--- config.mk ---
export PLATFORM = sky130hd
export DESIGN_NAME = printer_reply_line_scanner
export DESIGN_NICKNAME = d
export VERILOG_FILES = /design/src/rls_pkg.sv /design/src/rls_core.sv /design/src/printer_reply_line_scanner.sv
export SDC_FILE = /design/constraint.sdc
export NUM_CORES = 1
export LEC_CHECK = 0
export BUFFER_PORTS_ARGS = -buffer_cell sky130_fd_sc_hd__buf_2
export CORE_MARGIN = 8
export CORE_UTILIZATION = 45
export CTS_BUF_LIST = sky130_fd_sc_hd__clkbuf_2
export DETAILED_ROUTE_END_ITERATION = 12
export PLACE_DENSITY = 0.74
export SLEW_MARGIN = 20
export SYNTH_ARGS = -nofsm -noshare
export SYNTH_HDL_FRONTEND = slang
export SYNTH_HIERARCHICAL = 1
export SYNTH_SLANG_ARGS = --single-unit
--- constraint.sdc ---
create_clock -name clock -period 4.59 [get_ports clock]
set_input_delay 0.459 -clock clock [delete_from_list [all_inputs] [get_ports clock]]
set_output_delay 0.459 -clock clock [all_outputs]
set_load 0.01 [all_outputs]
--- src/rls_pkg.sv ---
`timescale 1ns / 1ps
`default_nettype none
package rls_pkg;

   localparam int CAP_W     = 13;
   localparam int TICK_W    = 16;
   localparam int ADDR_W    = 12;
   localparam int BYTE_W    = 8;
   localparam int LEN_W     = 3;
   localparam int CSR_IDX_W = 1;
   localparam int CSR_DAT_W = 16;
   localparam int RSP_W     = 32;

   localparam logic [CAP_W-1:0]  CAP_RESET     = 13'd4096;
   localparam logic [TICK_W-1:0] TIMEOUT_RESET = 16'd3000;
   localparam logic [LEN_W-1:0]  LEN_MAX       = 3'd7;
   localparam logic [LEN_W-1:0]  ERR_LEN       = 3'd6;
   localparam logic [LEN_W-1:0]  OK_LEN        = 3'd2;

   localparam logic [BYTE_W-1:0] CH_CR    = 8'h0D;
   localparam logic [BYTE_W-1:0] CH_LF    = 8'h0A;
   localparam logic [BYTE_W-1:0] CH_SPACE = 8'h20;
   localparam logic [BYTE_W-1:0] CH_TAB   = 8'h09;
   localparam logic [BYTE_W-1:0] CH_QUERY = 8'h3F;
   localparam logic [BYTE_W-1:0] CH_O     = 8'h6F;
   localparam logic [BYTE_W-1:0] CH_K     = 8'h6B;

   typedef enum logic [1:0] {
      OP_START = 2'd0,
      OP_BYTE  = 2'd1,
      OP_TICK  = 2'd2
   } op_type;

   typedef enum logic [2:0] {
      ST_RUN     = 3'd0,
      ST_OK      = 3'd1,
      ST_PERR    = 3'd2,
      ST_OVF     = 3'd3,
      ST_TIMEOUT = 3'd4
   } status_type;

   typedef enum logic [CSR_IDX_W-1:0] {
      CSR_CAPACITY = 1'd0,
      CSR_TIMEOUT  = 1'd1
   } csr_index_type;

   typedef struct packed {
      status_type              status;
      logic                    done_res;
      logic [BYTE_W-1:0]       char_value;
      logic [ADDR_W-1:0]       char_addr;
      logic                    char_write;
      logic                    sep_write;
   } result_type;

   function automatic logic [BYTE_W-1:0] err_char(input logic [LEN_W-1:0] pos);
      logic [BYTE_W-1:0] c;
      case (pos)
         3'd0:    c = 8'h45;
         3'd1:    c = 8'h72;
         3'd2:    c = 8'h72;
         3'd3:    c = 8'h6F;
         3'd4:    c = 8'h72;
         3'd5:    c = 8'h3A;
         default: c = 8'h00;
      endcase
      return c;
   endfunction

endpackage
`default_nettype wire

--- src/rls_core.sv ---
`timescale 1ns / 1ps
`default_nettype none
module rls_core
   import rls_pkg::*;
#(
   parameter int MAX_BUFFER = 4096
) (
   input  wire logic              clock,
   input  wire logic              reset,
   input  wire logic              step,
   input  wire op_type            op,
   input  wire logic [BYTE_W-1:0] rx_byte,
   input  wire logic [CAP_W-1:0]  capacity,
   input  wire logic [TICK_W-1:0] timeout_ticks,
   output result_type             result
);

   localparam int CNT_W = $clog2(MAX_BUFFER + 1);
   localparam int CMP_W = ((CNT_W > CAP_W) ? CNT_W : CAP_W) + 1;
   localparam logic [CMP_W-1:0] MAX_CMP = CMP_W'(MAX_BUFFER);

   logic [CNT_W-1:0]  used_ff, used_in;
   logic [LEN_W-1:0]  len_ff, len_in;
   logic              err_ff, err_in;
   logic              ok_ff, ok_in;
   logic              blank_ff, blank_in;
   logic [TICK_W-1:0] ticks_ff, ticks_in;
   logic              active_ff, active_in;

   logic [CMP_W-1:0]  cap;
   logic [CMP_W-1:0]  need_end;
   logic              need_sep;
   logic [CNT_W-1:0]  used_sep;
   logic [BYTE_W-1:0] val;
   logic [TICK_W-1:0] ticks_inc;
   logic              is_eol;

   always_comb begin
      cap      = (CMP_W'(capacity) > MAX_CMP) ? MAX_CMP : CMP_W'(capacity);
      need_sep = (len_ff == '0) && (used_ff != '0);
      need_end = CMP_W'(used_ff) + (need_sep ? CMP_W'(2) : CMP_W'(1));
      used_sep = used_ff + CNT_W'(need_sep);
      val      = (rx_byte == '0) ? CH_QUERY : rx_byte;
      is_eol   = (rx_byte == CH_CR) || (rx_byte == CH_LF);
      ticks_inc = (ticks_ff == '1) ? ticks_ff : ticks_ff + TICK_W'(1);
   end

   always_comb begin
      used_in   = used_ff;
      len_in    = len_ff;
      err_in    = err_ff;
      ok_in     = ok_ff;
      blank_in  = blank_ff;
      ticks_in  = ticks_ff;
      active_in = active_ff;
      result    = '0;
      result.status = ST_RUN;
      case (op)
         OP_START: begin
            used_in   = '0;
            ticks_in  = '0;
            len_in    = '0;
            err_in    = 1'b1;
            ok_in     = 1'b1;
            blank_in  = 1'b0;
            active_in = 1'b1;
         end
         OP_BYTE: begin
            if (active_ff) begin
               if (is_eol) begin
                  if (len_ff != '0) begin
                     if (err_ff && len_ff >= ERR_LEN) begin
                        result.done_res = 1'b1;
                        result.status   = ST_PERR;
                     end else if (ok_ff && len_ff >= OK_LEN
                                  && (len_ff == OK_LEN || blank_ff)) begin
                        result.done_res = 1'b1;
                        result.status   = ST_OK;
                     end else begin
                        len_in   = '0;
                        err_in   = 1'b1;
                        ok_in    = 1'b1;
                        blank_in = 1'b0;
                     end
                  end
               end else if (need_end >= cap) begin
                  result.done_res = 1'b1;
                  result.status   = ST_OVF;
               end else begin
                  result.sep_write  = need_sep;
                  result.char_write = 1'b1;
                  result.char_addr  = ADDR_W'(used_sep);
                  result.char_value = val;
                  used_in = used_sep + CNT_W'(1);
                  if (len_ff < ERR_LEN && val != err_char(len_ff)) begin
                     err_in = 1'b0;
                  end
                  if (len_ff == 3'd0 && val != CH_O) begin
                     ok_in = 1'b0;
                  end
                  if (len_ff == 3'd1 && val != CH_K) begin
                     ok_in = 1'b0;
                  end
                  if (len_ff == 3'd2) begin
                     blank_in = (val == CH_SPACE) || (val == CH_TAB);
                  end
                  if (len_ff < LEN_MAX) begin
                     len_in = len_ff + LEN_W'(1);
                  end
               end
            end
         end
         OP_TICK: begin
            if (active_ff) begin
               ticks_in = ticks_inc;
               if (ticks_inc >= timeout_ticks) begin
                  result.done_res = 1'b1;
                  result.status   = ST_TIMEOUT;
               end
            end
         end
         default: begin
         end
      endcase
      if (result.done_res) begin
         active_in = 1'b0;
      end
   end

   always_ff @(posedge clock) begin
      if (reset) begin
         used_ff   <= '0;
         len_ff    <= '0;
         err_ff    <= 1'b1;
         ok_ff     <= 1'b1;
         blank_ff  <= 1'b0;
         ticks_ff  <= '0;
         active_ff <= 1'b0;
      end else if (step) begin
         used_ff   <= used_in;
         len_ff    <= len_in;
         err_ff    <= err_in;
         ok_ff     <= ok_in;
         blank_ff  <= blank_in;
         ticks_ff  <= ticks_in;
         active_ff <= active_in;
      end
   end

endmodule
`default_nettype wire

--- src/printer_reply_line_scanner.sv ---
`timescale 1ns / 1ps
`default_nettype none
// Printer reply line scanner.
// req_ channel carries one item per transaction: req_tuser is the op
// (start, received byte, tick) and req_tdata the received byte.
// rsp_ channel returns exactly one result per item, in order, packed in
// rsp_tdata: buffer write strobes, address and character, done flag and
// final status.
// csr_ channel writes response_capacity (index 0) and timeout_ticks
// (index 1); write only while no item is in flight.
// An accepted item enters the input register and is processed, in a single
// pass that decodes it and updates the scan state, once the result register
// is free; its result then enters the result register. Throughput: one item
// per cycle unless a low rsp_tready stalls the output.
// Reset empties both registers (clears their valid flags), sets the scan
// state idle and sets the CSR registers to capacity 4096 and timeout 3000.
// When rsp_tready is low the result register holds, the input register
// keeps one more item, and req_tready drops once both are full.
module printer_reply_line_scanner
   import rls_pkg::*;
#(
   parameter int MAX_BUFFER = 4096
) (
   input  wire logic                 clock,
   input  wire logic                 reset,
   input  wire logic                 req_tvalid,
   output logic                      req_tready,
   input  wire logic [BYTE_W-1:0]    req_tdata,   // [7:0] rx_byte
   input  wire logic [1:0]           req_tuser,   // [1:0] op
   output logic                      rsp_tvalid,
   input  wire logic                 rsp_tready,
   // [0] sep_write, [1] char_write, [13:2] char_addr, [21:14] char_value,
   // [22] done_res, [25:23] status, [31:26] zero
   output logic [RSP_W-1:0]          rsp_tdata,
   input  wire logic                 csr_valid,
   output logic                      csr_ready,
   input  wire logic [CSR_IDX_W-1:0] csr_index,
   input  wire logic [CSR_DAT_W-1:0] csr_data
);

   logic              in_valid_ff;
   op_type            op_ff;
   logic [BYTE_W-1:0] byte_ff;
   logic              rsp_valid_ff;
   result_type        rsp_ff;
   logic [CAP_W-1:0]  cap_ff;
   logic [TICK_W-1:0] timeout_ff;
   logic              out_free;
   logic              step;
   result_type        result;

   assign out_free   = !rsp_valid_ff || rsp_tready;
   assign step       = in_valid_ff && out_free;
   assign req_tready = !in_valid_ff || out_free;
   assign csr_ready  = 1'b1;
   assign rsp_tvalid = rsp_valid_ff;
   assign rsp_tdata  = {{(RSP_W - $bits(result_type)){1'b0}}, rsp_ff};

   always_ff @(posedge clock) begin
      if (reset) begin
         in_valid_ff <= 1'b0;
      end else if (req_tready) begin
         in_valid_ff <= req_tvalid;
      end
   end

   always_ff @(posedge clock) begin
      if (req_tready && req_tvalid) begin
         op_ff   <= op_type'(req_tuser);
         byte_ff <= req_tdata;
      end
   end

   always_ff @(posedge clock) begin
      if (reset) begin
         rsp_valid_ff <= 1'b0;
      end else if (out_free) begin
         rsp_valid_ff <= in_valid_ff;
      end
   end

   always_ff @(posedge clock) begin
      if (step) begin
         rsp_ff <= result;
      end
   end

   always_ff @(posedge clock) begin
      if (reset) begin
         cap_ff     <= CAP_RESET;
         timeout_ff <= TIMEOUT_RESET;
      end else if (csr_valid && csr_ready) begin
         case (csr_index)
            CSR_CAPACITY: cap_ff     <= csr_data[CAP_W-1:0];
            CSR_TIMEOUT:  timeout_ff <= csr_data[TICK_W-1:0];
            default: begin
            end
         endcase
      end
   end

   rls_core #(
      .MAX_BUFFER(MAX_BUFFER)
   ) u_core (
      .clock(clock),
      .reset(reset),
      .step(step),
      .op(op_ff),
      .rx_byte(byte_ff),
      .capacity(cap_ff),
      .timeout_ticks(timeout_ff),
      .result(result)
   );

`ifndef SYNTHESIS
   a_done_status: assert property (@(posedge clock) disable iff (reset)
      rsp_valid_ff |-> (rsp_ff.done_res == (rsp_ff.status != ST_RUN)))
      else $error("done flag and status disagree");

   a_sep_with_char: assert property (@(posedge clock) disable iff (reset)
      (rsp_valid_ff && rsp_ff.sep_write) |-> (rsp_ff.char_write && !rsp_ff.done_res))
      else $error("separator write without character write");

   a_reset_empty: assert property (@(posedge clock)
      reset |=> (!rsp_valid_ff && !in_valid_ff))
      else $error("pipeline not empty after reset");

   a_step_fills: assert property (@(posedge clock) disable iff (reset)
      step |=> rsp_valid_ff)
      else $error("processed item lost");
`endif

endmodule
`default_nettype wire

; ---- Yosys cells after proc, flatten, opt, wreduce, memory -nomap -nowiden
; Index checks and enable logic that the tools add are counted.
[totals]
register_bits = 103
inputBits = 32
out_inout_bits = 35
wordCells = 155
[op_classes]
addsub = 5
order_cmp = 7
eq_ne = 27
n_mux = 58
n_bitwise = 3
n_reduce_logical = 36
[op_table]
columns = op, count
row1 = 2-to-1 mux 13 bit, 4
row2 = 2-to-1 mux 22 bit, 2
row3 = 2-to-1 mux 8 bit, 5
row4 = 2-to-1 mux 16 bit, 2
row5 = one-hot mux 16 bit (2 select lines), 1
row6 = AND reduction 8 bit, 4
row7 = one-hot mux 7 bit (4 select lines), 1
row8 = 2-to-1 mux 26 bit, 1
row9 = one-hot mux 13 bit (2 select lines), 1
row10 = equality test 8 x 4 -> 1 bit (second input constant), 3
row11 = 2-to-1 mux 3 bit, 8
row12 = 2-to-1 mux 1 bit, 21
row13 = 2-to-1 mux 4 bit, 5
row14 = adder 16 x 1 -> 16 bit (second input constant), 1
row15 = equality test 16 bit (second input constant), 1
row16 = >= comparator 16 bit, 1
row17 = != test 8 x 7 -> 1 bit (second input constant), 2
row18 = adder 13 x 14 -> 14 bit, 1
row19 = >= comparator 14 bit, 1
row20 = adder 13 x 1 -> 13 bit, 1
row21 = adder 13 x 1 -> 13 bit (second input constant), 1
row22 = greater-than comparator 13 bit (second input constant), 1
row23 = nonzero test 13 bit, 1
row24 = logical AND 1 bit, 9
row25 = 34 further kinds, 58

; ---- Depth between registers and ports, before layout
[logic_depth]
ltp_word = 16
depth_mapped = 20
ltp_nobuf = 18

; ---- By module
; The synthesis kept the hierarchy.
[modules_own_cells]
columns = module, instances, cells_each, area_per_inst_um2
row1 = rls_core, 1, 573, 4139.0
row2 = printer_reply_line_scanner, 1, 172, 2437.3

; ---- Worst setup path after synthesis
; Ideal clock, no wire load.
[synth_timing]
path_kind = register to register
from = reg u_core.used_ff[2]
to = reg u_core.blank_ff
setup_ns = 0.071
arrival_time_ns = 3.996
path_slack_ns = 0.523
stages_incl_launch_ff = 20
synth_period_minus_slack_ns = 4.067
cell_sequence = dfxtp_1 clkbuf_1 buf_1 nor4_1 nand4_1 nand2_1 inv_1 ha_1 a21oi_1 nor2b_1 nand4_1 xnor2_1 ha_1 nand3_1 a21boi_0 o31a_1 a211oi_4 a31oi_2 or4_1 a21oi_1
[synth_between]
elab_chain_len = 7
[synth_lines]
columns = item, line_no
row1 = from (decl), rls_core.sv:22  ; logic [CNT_W-1:0] used_ff, used_in;
row2 = from (signal assigned), rls_core.sv:140  ; used_ff <= used_in;
row3 = nonzero test 13 bit, rls_core.sv:40  ; need_sep = (len_ff == '0) && (used_ff != '0);
row4 = logical AND 1 bit, rls_core.sv:40
row5 = 2-to-1 mux 2 bit, rls_core.sv:41  ; need_end = CMP_W'(used_ff) + (need_sep ? CMP_W'(2) : CMP_W'(1));
row6 = adder 13 x 14 -> 14 bit *, rls_core.sv:41
row7 = >= comparator 14 bit *, rls_core.sv:86  ; end else if (need_end >= cap) begin
row8 = != test 3 x 2 -> 1 bit (no source line) *, --
row9 = AND reduction 8 bit (no source line) *, --
row10 = to (signal assigned), rls_core.sv:144  ; blank_ff <= blank_in;
row11 = to (decl), rls_core.sv:26  ; logic blank_ff, blank_in;
; Every way passes the cells marked *; elsewhere a longest branch is shown, timed or not.
; A chain may end at the register's enable or synchronous reset.

; ---- Worst setup path after layout
[layout_timing]
from = reg u_core.len_ff[1]
to = reg u_core.blank_ff
[layout_between]
elab_chain_len = 7
elab_cells_between_ends = 19
[layout_lines]
columns = item, line_no
row1 = from (decl), rls_core.sv:23  ; logic [LEN_W-1:0] len_ff, len_in;
row2 = from (signal assigned), rls_core.sv:141  ; len_ff <= len_in;
row3 = logical NOT 3 bit, rls_core.sv:40
row4 = logical AND 1 bit, rls_core.sv:40
row5 = 2-to-1 mux 2 bit, rls_core.sv:41
row6 = adder 13 x 14 -> 14 bit, rls_core.sv:41
row7 = >= comparator 14 bit, rls_core.sv:86
row8 = != test 3 x 2 -> 1 bit (no source line), --
row9 = AND reduction 8 bit (no source line) *, --
; Marked as above.

==> out/qor.log <==
[setup_path] kind of launch point of the worst setup path flip-flop
[drt] detailed-route DRC error count 0
[die] area of the placeable core 0.0144 mm²
[final_layout] area growth from synthesis to layout 10.1%
[clock_tree] number of clock sinks seen by CTS 103
[die] overall die area 0.0187 mm²
[die] number of ports placed on the die boundary 67
[sta] transition at the pin with the smallest max-transition slack 1060 ps
[status] result of the run completed
[global_route] via count of the first global-routing pass 5032
[sta] total negative slack for setup checks 0 ps
[drt] via count 5447
[setup_path] type of the worst setup path reg -> reg
[sta] worst hold margin 71.1 ps
[logic_synthesis] Distinct cells, synth 83
[logic_synthesis] total of warnings raised by yosys 6
[die] count of standard-cell rows 44
[logic_synthesis] count of flip-flops with a built-in enable after synthesis 36
[final_layout] Filler cells 1360
[logic_synthesis] netlist area before placement 0.00658 mm²
[logic_synthesis] per-instance average area after synthesis 8.83 µm²
[sta] Finish-stage setup viols 0
[job] total of max-cap violations 0
[global_route] global routing met1 resource utilization 0.210
[logic_synthesis] register bit total from synthesis 103
[global_route] initial antenna violation count 0
[global_route] global-route wire length before repair 24200 µm
[worst_hold_path] type of the most critical hold path in -> reg
[logic_synthesis] synthesized netlist cell count 745
[die] Die Wd 137 µm
[final_layout] Ant. Diodes 0
[power_and_ir_drop] Power per Cell Area 221 mW/mm²
[power_and_ir_drop] leakage power 2.92 nW
[setup_path] CP required 5160 ps
[die] die boundary height 137 µm
[power_and_ir_drop] Peak supply drop 0.218 mV
[placement] post-DP HPWL 10700 µm
[clock_tree] CTS clock-pin slew for the worst setup and hold paths 300 ps
[clock_tree] clock tree root buffer cell clkbuf_2
[global_route] routing usage on met3 0.0385
[setup_path] sort of element at the end of the critical path flip-flop
[global_route] total global routing track utilization 0.159
[setup_path] Max Fanout on Critical Path 10
[clock_tree] Clock Tree Buf Depth 2
[clock_tree] level count of the clock H-tree 3
[placement] count of port buffers added during placement 59
[sta] Worst slew margin 0.295
[global_route] maximum number of pins on one net before global-route repair 41
[placement] GPL Wtd Cong 0.856
[final_layout] # nets final 875
[drt] vias per cell 5.51
[sta] RSZ-0062 raised after global routing no
[global_route] Most Used Layer, Global Route met2
[clock_tree] CTS tree done
[setup_path] worst r2r src u_core/len_ff[1]$_SDFFE_PP0P_
[setup_path] worst path arrival time 4870 ps
[worst_hold_path] Worst Hold Path Cells 3
[sta] endpoints failing hold 0
[global_route] overall overflow remaining after global route 0
[drt] length of the first detailed-routing pass in iterations 5
[clock_tree] later-pin clock latency in the skew report 630 ps
[drt] antenna violation net count after detailed routing 0
[worst_hold_path] worst hold path startpoint csr_data[14]
[clock_tree] Num CTS Buffers 9
[logic_synthesis] share of the synthesized area in the top cell type 0.204
[logic_synthesis] synth top area cells dfxtp_1 20%, edfxtp_1 16%, ha_1 8.2%
[logic_synthesis] Post-synth ARST share 0
[final_layout] layout cells sized above 1 0.148
[sta] Period minus WS final 4300 ps
[sta] clock skew 45.9 ps
[setup_path] worst r2r path cells 16
[logic_synthesis] cell type with the highest aggregate area in the netlist dfxtp_1
[logic_synthesis] top_reg_cell synth dfxtp_1
[die] initial core utilization 0.456
[drt] routed length per placed instance 15.0 µm
[setup_path] crit path launch u_core/len_ff[1]$_SDFFE_PP0P_
[sta] achievable clock frequency 233 MHz
[sta] fin crit share 0.937
[drt] WL final 14800 µm
[sta] Final Slew Violations 0
[logic_synthesis] sequential cell area fraction in the yosys report 0.368
[global_route] met2 usage 0.251
[drt] iteration-0 DRC count of the detailed router 445
[sequential cells by signal, indices dropped and copies added, names as in the netlist, 2 cells and up]
register	cells
byte_ff	8
cap_ff	13
op_ff	2
rsp_tdata	26
timeout_ff	16
u_core/len_ff	3
u_core/ticks_ff	16
u_core/used_ff	13
[metal layers]
| metal | vias up | part of all wire |
|---|---|---|
| li1 | 2776 | - |
| met1 | 2516 | 0.47 |
| met2 | 131 | 0.45 |
| met3 | 24 | 0.050 |
| met4 | 0 | 0.021 |
| met5 | - | 0 |
[cell usage after synthesis (all sizes together), types with 8 or more instances]
cell,count
nor2,69
dfxtp,67
nand2,64
ha,43
a21oi,42
nand3,38
edfxtp,36
nand2b,31
inv,30
o21ai,29
xnor2,27
clkbuf,26
buf,24
and3,15
nor3,14
nand4,13
mux2i,12
xor2,12
and2,10
nor2b,9
a211o,8
a211oi,8
[path summary, 6_finish.rpt]
kind	to	slack, ps
hold / removal	timeout_ff[14]$_SDFFE_PP0P_	70
setup / recovery	u_core/blank_ff$_SDFFE_PP0P_	290
hold reg to reg	rsp_tvalid$_SDFFE_PP0P_	470
setup reg to reg	u_core/blank_ff$_SDFFE_PP0P_	290
[per-stage QoR]
step / instance area (µm²) / power (mW) / setup WS, ps / utilization / cells
floorplan: 6600 / 1.11 / 523 / - / 750
global placement: 6980 / 1.16 / 320 / 0.484 / 959
detailed placement: 6980 / 1.16 / 183 / 0.484 / 959
CTS: 7210 / 1.62 / 104 / 0.500 / 986
global route: 7240 / 1.66 / 60.3 / 0.502 / 988
finish: 7240 / 1.60 / 291 / 0.502 / 988
[placed cells by master, fill, tap and decap left out, types with 5 or more instances in the layout]
cell / synthesis / routed
nand2_1: 64 / 64
nor3_1: 13 / 13
o21ai_0: 22 / 22
o21ai_1: 7 / 7
a21o_1: 6 / 6
and3_1: 13 / 13
xnor2_1: 27 / 27
o211ai_1: 5 / 5
a211o_1: 8 / 8
dlygate4sd3_1: 0 / 13
a31oi_1: 6 / 6
clkbuf_2: 2 / 10
nand2b_1: 31 / 31
mux2i_1: 12 / 12
o21a_1: 6 / 6
nand4_1: 12 / 12
nor4_1: 5 / 5
dfxtp_1: 67 / 66
a21oi_1: 42 / 42
a211oi_1: 7 / 7
ha_1: 43 / 42
and2_1: 10 / 10
conb_1: 2 / 7
nand4bb_1: 5 / 5
nor2_1: 69 / 69
buf_2: 9 / 59
xor2_1: 12 / 12
edfxtp_1: 36 / 36
or3_1: 5 / 5
nor2b_1: 9 / 7
nand3_1: 37 / 37
inv_1: 30 / 30
buf_4: 9 / 16
[cell type report]
class	count	area, µm²	area share
clock buffers	10	50.0	0.00691
multi-input cells	567	3810	0.526
clock inverters	6	68.8	0.00950
flip-flops and latches	103	2420	0.335
repair buffers	88	546	0.0753
well taps	184	230	0.0318
inverters	30	113	0.0156
[timing repair]
action                                  CTS  global route
gates resized for setup                   0             4
endpoints found under the setup margin    0            34
buffers inserted                          0             0
hold endpoints to repair                 11             2
hold buffers                             11             2
[worst max-delay path: stages, from the launching register on]
cell and delay (ps):
dfxtp_2 440, inv_1 130, ha_2 270, nor2b_2 230, nand2_1 150, ha_1 230, fa_1 490, nand3_1 130
xnor2_1 70, ha_1 340, a21oi_1 140, a21boi_0 100, o31a_1 330, a211oi_4 320, a31oi_2 200, or4_1 530
a21oi_1 140
[where the power goes]
| part | internal (mW) | switching (mW) | total, mW |
|---|---|---|---|
| clock | 0.132 | 0.316 | 0.448 |
| sequential | 0.975 | 0.0179 | 0.993 |
| combinational | 0.0670 | 0.0895 | 0.156 |
| total | 1.17 | 0.424 | 1.60 |
[cell families (layout without fill, tap and decap cells)]
| family | after synthesis | count (layout) | share of synthesized area |
|---|---|---|---|
| multiplexers | 15 | 15 | 0.0234 |
| flip-flops | 103 | 103 | 0.368 |
| AO/OA/AOI/OAI | 160 | 160 | 0.170 |
| other | 2 | 7 | 0.00114 |
| buffers and inverters | 80 | 134 | 0.0563 |
| AND/OR/NAND/NOR | 301 | 301 | 0.243 |
| XOR/XNOR | 39 | 39 | 0.0519 |
| adder cells (fa/ha/maj) | 45 | 45 | 0.0864 |
(Power assumes the default switching activity.)
